--- src/gcflt_pkg.sv ---
// ----------------------------------------------------------------------------
// gcflt_pkg
// Shared types and constants for the grid cell first/last timestamp recorder.
// ----------------------------------------------------------------------------
package gcflt_pkg;

    localparam logic CMD_POINT = 1'b0;
    localparam logic CMD_READ  = 1'b1;

    localparam logic [2:0] REG_MIN_X = 3'd0;
    localparam logic [2:0] REG_MAX_Y = 3'd1;
    localparam logic [2:0] REG_WID_X = 3'd2;
    localparam logic [2:0] REG_WID_Y = 3'd3;
    localparam logic [2:0] REG_SIDE  = 3'd4;

    localparam int DIV_BITS = 33;

    // request handed from the front (divide/classify) to the back (store)
    typedef struct packed {
        logic        kind;
        logic        oor;
        logic [9:0]  addr;
        logic [4:0]  column;
        logic [4:0]  row;
        logic [31:0] stamp;
    } req_t;

    typedef struct packed {
        logic        kind;
        logic [4:0]  column;
        logic [4:0]  row;
        logic        oor;
        logic [31:0] stamp;
        logic [31:0] entry;
        logic [31:0] exit_t;
        logic [31:0] span;
        logic        visited;
    } res_t;

    typedef enum logic [1:0] {
        FS_IDLE,
        FS_DIV,
        FS_SEND
    } front_state_t;

endpackage

--- src/gcflt_front.sv ---
// ----------------------------------------------------------------------------
// gcflt_front
// Accepts requests, advances the stream clock, and finds column and row with
// a bit-serial divider (both axes in parallel, one quotient bit per cycle).
// ----------------------------------------------------------------------------
module gcflt_front #(
    parameter int TIME_BITS = 32
) (
    input  logic                 clk,
    input  logic                 rst_n,
    input  logic                 push,
    output logic                 full,
    input  logic                 command,
    input  logic signed [31:0]   coord_x,
    input  logic signed [31:0]   coord_y,
    input  logic [9:0]           cell_index,
    input  logic signed [31:0]   min_x,
    input  logic signed [31:0]   max_y,
    input  logic [30:0]          wid_x,
    input  logic [30:0]          wid_y,
    input  logic [5:0]           side,
    output logic                 req_valid,
    input  logic                 req_ready,
    output gcflt_pkg::req_t      req
);
    localparam int CB = gcflt_pkg::DIV_BITS;

    gcflt_pkg::front_state_t state_reg, state_next;
    logic [TIME_BITS-1:0] clock_reg;
    logic [CB-1:0] qx_reg, qy_reg, rx_reg, ry_reg;
    logic [30:0]   wx_reg, wy_reg;
    logic [5:0]    cnt_reg;
    logic          kind_reg, neg_reg;
    logic [9:0]    idx_reg;
    logic [31:0]   stamp_reg;

    logic signed [32:0] dx, dy;
    logic [CB:0] trx, try_;
    logic [5:0]  n;
    logic [11:0] nn;
    logic        accept;
    logic [CB-1:0] colw, roww;

    assign n    = side;
    assign dx   = 33'(coord_x) - 33'(min_x);
    assign dy   = 33'(max_y) - 33'(coord_y);
    assign nn   = 12'(n) * 12'(n);
    assign full = (state_reg != gcflt_pkg::FS_IDLE);
    assign accept = push && !full;

    // restoring divide step
    assign trx  = {rx_reg, qx_reg[CB-1]};
    assign try_ = {ry_reg, qy_reg[CB-1]};

    always_comb
    begin
        state_next = state_reg;
        unique case (state_reg)
            gcflt_pkg::FS_IDLE: if (accept)
                state_next = (command == gcflt_pkg::CMD_READ) ?
                             gcflt_pkg::FS_SEND : gcflt_pkg::FS_DIV;
            gcflt_pkg::FS_DIV:  if (cnt_reg == 6'(CB - 1)) state_next = gcflt_pkg::FS_SEND;
            gcflt_pkg::FS_SEND: if (req_ready) state_next = gcflt_pkg::FS_IDLE;
            default:            state_next = gcflt_pkg::FS_IDLE;
        endcase
    end

    always_ff @(posedge clk or negedge rst_n)
    begin
        if (!rst_n)
        begin
            state_reg <= gcflt_pkg::FS_IDLE;
            clock_reg <= '0;
            cnt_reg   <= '0;
        end
        else
        begin
            state_reg <= state_next;
            if (accept && command == gcflt_pkg::CMD_POINT && clock_reg != '1)
                clock_reg <= clock_reg + 1'b1;
            if (state_reg == gcflt_pkg::FS_DIV) cnt_reg <= cnt_reg + 6'd1;
            else cnt_reg <= '0;
        end
    end

    always_ff @(posedge clk)
    begin
        if (accept)
        begin
            kind_reg  <= command;
            idx_reg   <= cell_index;
            neg_reg   <= dx[32] || dy[32];
            qx_reg    <= CB'(dx);
            qy_reg    <= CB'(dy);
            rx_reg    <= '0;
            ry_reg    <= '0;
            wx_reg    <= (wid_x == '0) ? 31'd1 : wid_x;
            wy_reg    <= (wid_y == '0) ? 31'd1 : wid_y;
            stamp_reg <= (clock_reg != '1) ? 32'(clock_reg + 1'b1) : 32'(clock_reg);
        end
        else if (state_reg == gcflt_pkg::FS_DIV)
        begin
            if (trx >= {3'b0, wx_reg})
            begin
                rx_reg <= CB'(trx - {3'b0, wx_reg});
                qx_reg <= {qx_reg[CB-2:0], 1'b1};
            end
            else
            begin
                rx_reg <= CB'(trx);
                qx_reg <= {qx_reg[CB-2:0], 1'b0};
            end
            if (try_ >= {3'b0, wy_reg})
            begin
                ry_reg <= CB'(try_ - {3'b0, wy_reg});
                qy_reg <= {qy_reg[CB-2:0], 1'b1};
            end
            else
            begin
                ry_reg <= CB'(try_);
                qy_reg <= {qy_reg[CB-2:0], 1'b0};
            end
        end
    end

    // read index decode: small loop over rows (n <= 32)
    logic [4:0] rd_row, rd_col;
    always_comb
    begin
        rd_row = '0;
        rd_col = '0;
        for (int r = 0; r < 32; r++)
            if (10'(r) * 10'(n) <= idx_reg && 12'(idx_reg) < nn)
            begin
                rd_row = 5'(r);
                rd_col = 5'(idx_reg - 10'(r) * 10'(n));
            end
    end

    assign colw = qx_reg;
    assign roww = qy_reg;

    always_comb
    begin
        req = '0;
        req.kind = kind_reg;
        if (kind_reg == gcflt_pkg::CMD_READ)
        begin
            req.oor = (n == 6'd0) || (12'(idx_reg) >= nn);
            if (!req.oor)
            begin
                req.addr   = idx_reg;
                req.column = rd_col;
                req.row    = rd_row;
            end
        end
        else
        begin
            req.stamp = stamp_reg;
            req.oor = neg_reg || n == 6'd0 || colw >= CB'(n) || roww >= CB'(n);
            if (!req.oor)
            begin
                req.column = 5'(colw);
                req.row    = 5'(roww);
                req.addr   = 10'(roww[4:0] * n[5:0] + 10'(colw[4:0]));
            end
        end
    end
    assign req_valid = (state_reg == gcflt_pkg::FS_SEND);
endmodule

--- config.mk ---
export PLATFORM = sky130hd
export DESIGN_NAME = gcflt_front
export DESIGN_NICKNAME = d
export VERILOG_FILES = /design/src/gcflt_pkg.sv /design/src/gcflt_front.sv
export SDC_FILE = /design/constraint.sdc
export NUM_CORES = 2
export LEC_CHECK = 0
export BUFFER_PORTS_ARGS = -buffer_cell sky130_fd_sc_hd__buf_2
export CAP_MARGIN = 20
export CORE_ASPECT_RATIO = 2
export CORE_MARGIN = 2
export CORE_UTILIZATION = 25
export CTS_CLUSTER_DIAMETER = 30
export DETAILED_ROUTE_END_ITERATION = 16
export GPL_TIMING_DRIVEN = 0
export PLACE_DENSITY_LB_ADDON = 0.3
export SYNTH_ARGS = -nofsm -noshare
export SYNTH_HDL_FRONTEND = slang
export SYNTH_SLANG_ARGS = --single-unit
--- constraint.sdc ---
create_clock -name clk -period 13.2 [get_ports clk]
set_input_delay 0.66 -clock clk [delete_from_list [all_inputs] [get_ports clk]]
set_output_delay 0.66 -clock clk [all_outputs]
set_load 0.01 [all_outputs]
==> flow_summary.toml <==
[floorplanning]
ios = 267
start_util_pct = 25.1
num_rows = 187
core-area_um2 = 129000
die_area_um2 = 133000
die_h_um = 514
die_w_um = 259

[setup_path]
critPathLaunchType = "input pin"
end_kind = "primary output"
crit_required_ns = 12.54
worstPathArrival_ns = 9.96
worstPathMaxFanout = 23
criticalPathCategory = "in2out"

[sta]
final.period_utilization_pct = 80.5
slew_violations = 0
rsz0062_at_grt = "no"
fmax_mhz = 94.1
tightestPinTransition_ns = 1.16
skew_ns = 0.0615
setup_viol = 0
slew_headroom_pct = 22.1
hold_viol_final = 0
period_minus_slack_ns = 10.62
setup_tns_ns = 0

[logic_synthesis]
async_flop_share_pct = 14.4
synth_most_common_cell = "ha_1"
syn_nets = 4621
syn_area_per_cell_um2 = 8.55
synth_top_area_share_pct = 20.1
synth-edff-count = 172
synth_area_leaders = "ha_1 (20%), edfxtp_1 (16%), fa_1 (5.2%)"
synth_area_um2 = 32500
syn_inst = 3803
synthTopCellsByCount = "ha_1 (522), nand2_1 (375), inv_1 (352), a21oi_1 (237), o21ai_0 (212)"
yosys.area.top_type = "ha_1"
ys_ff_latch = 278
synth_cell_types = 100
yosysWarnings = 0
synth-seq-area-share_pct = 23.0
synth_top_flop_cell = "edfxtp_1"

[global_route]
grt.total_usage_pct = 20.5
grt_pass1_wl_um = 201000
grt_pass1_vias = 31500
grt.overflow.total = 0
grt_max_degree = 72
antenna_found_initial = 22

[outcome]
outcome = "complete, no violations"

[clock_network]
ctsHtreeMaxLevel = 2
clockBufferDepth = 3
numCtsBuffers = 55
cts.sinks = 278
cts_resized = 0
cts.clk_slew.worst_paths_ns = 0.04
post_cts_buffers = 0
cts_root_buffer = "clkbuf_16"
cts_tree = "built"
worstSkewPairLatency_ns = 0.65
ctsHoldBuffers = 0

[placement]
dpl.hpwl_um = 114000
gp_congestion = 1.01
postPlaceCellArea_um2 = 36100
port_buffers = 266

[hold_path]
hp-class = "in2reg"

[cells_and_area]
finalInstanceArea_um2 = 38200
ff_latch_area_um2 = 7490
multi_input_area_um2 = 23100
nets = 4958
fill_cells = 13900
drive_gt1_share_pct = 10.9
syn_to_final_growth_pct = 17.5

[job]
maxCapViolCount = 0

[detailed_routing]
drt-total-wl_um = 138000
drt-wirelength-per-cell_um = 23.5
viasPerCell = 5.09
first_pass_iters = 5
vias = 30000
drcViolationCount = 0
drtAntennaViolNets = 0
drt_iter0_drc = 1487

[pwr]
ir_worst_vdd_mv = 0.135
p_leak_nw = 17.5
powerDensity_nw_per_um2 = 214
==> per-stage QoR <==
stage	power, mW	std cells	hold WS, ns	utilization (%)	setup slack (ns)
after global routing	8.73	5890	0.176	29.5	2.22
after global placement	6.54	5770	0.453	27.8	2.22
final	8.16	5892	0.209	29.5	2.58
after floorplan	4.80	3803	0.364	-	6.27
after CTS	8.16	5884	0.155	29.5	2.67
after detailed placement	6.60	5781	0.463	27.9	2.71
==> placed cells by master, fill, tap and decap left out, types with 133 or more instances in the layout <==
| master | count |
|---|---|
| ha_1 | 522 |
| buf_2 | 285 |
| nor2_1 | 208 |
| xor2_1 | 133 |
| xnor2_1 | 173 |
| edfxtp_1 | 172 |
| nand2_1 | 375 |
| a21oi_1 | 237 |
| inv_1 | 346 |
| o21ai_0 | 212 |
==> cell type report <==
| type | instances | area share, % |
|---|---|---|
| multi-input combinational | 3018 | 60.4 |
| sequential | 278 | 19.6 |
| tap | 1701 | 5.57 |
| timing repair buffer | 280 | 4.07 |
| clock buffer | 60 | 3.68 |
| inverter | 355 | 3.51 |
| buffer | 152 | 1.63 |
| clock inverter | 43 | 1.47 |
| antenna | 5 | 0.0328 |
==> kinds of logic after synthesis <==
| logic type | synth area share (%) |
|---|---|
| mux | 1.53 |
| fa+ha+maj | 25.3 |
| compound gates | 20.4 |
| xor+xnor | 8.25 |
| flops | 23.0 |
| simple gates | 15.5 |
| buf+inv | 6.02 |
==> report_power, final <==
part	switching, mW	leakage, nW	internal [mW]
registers	0.289	2.72	1.28
logic	3.25	13.8	1.83
clock network	0.550	0.936	0.956
==> critical path, stage by stage <==
cell and delay (ns):
buf_2 0.67, clkbuf_1 0.73, inv_1 0.73, nor2_1 0.51
xor2_1 0.14, ha_1 0.30, inv_1 0.05, fa_1 0.50
fa_1 0.60, inv_1 0.06, ha_1 0.37, a211oi_1 0.32
o21bai_1 0.11, a21oi_1 0.18, xor2_1 0.09, ha_1 0.30
nand2_1 0.08, nor2_1 0.29, o21ai_0 0.30, o211a_1 0.37
o21ai_1 0.88, o21ai_0 0.44, o21bai_1 0.27, a2111oi_0 0.46
a211oi_1 0.16, o21ai_1 0.19, buf_2 0.16
==> layer usage <==
metal  global-route usage (%)  share of wire, %  up-vias
met5                        0              0.10        -
met4                     14.7               8.6       24
met3                     2.76               4.3      397
met2                     40.1                54      928
met1                     19.0                33    14300
li1                         -                 -    14300
==> final timing paths <==
check,from,slack [ns],cells after the start,to
min in group asynchronous,rst_n,0.49,2,clock_reg[2]
max reg2reg,colw[32],9.04,15,rx_reg[19]
max,side[5],2.58,27,req[39]
max in group asynchronous,rst_n,12.20,3,clock_reg[23]
min,cell_index[4],0.21,1,idx_reg[4]
min reg2reg,ry_reg[15],0.47,2,ry_reg[15]
(Power assumes the default switching activity.)
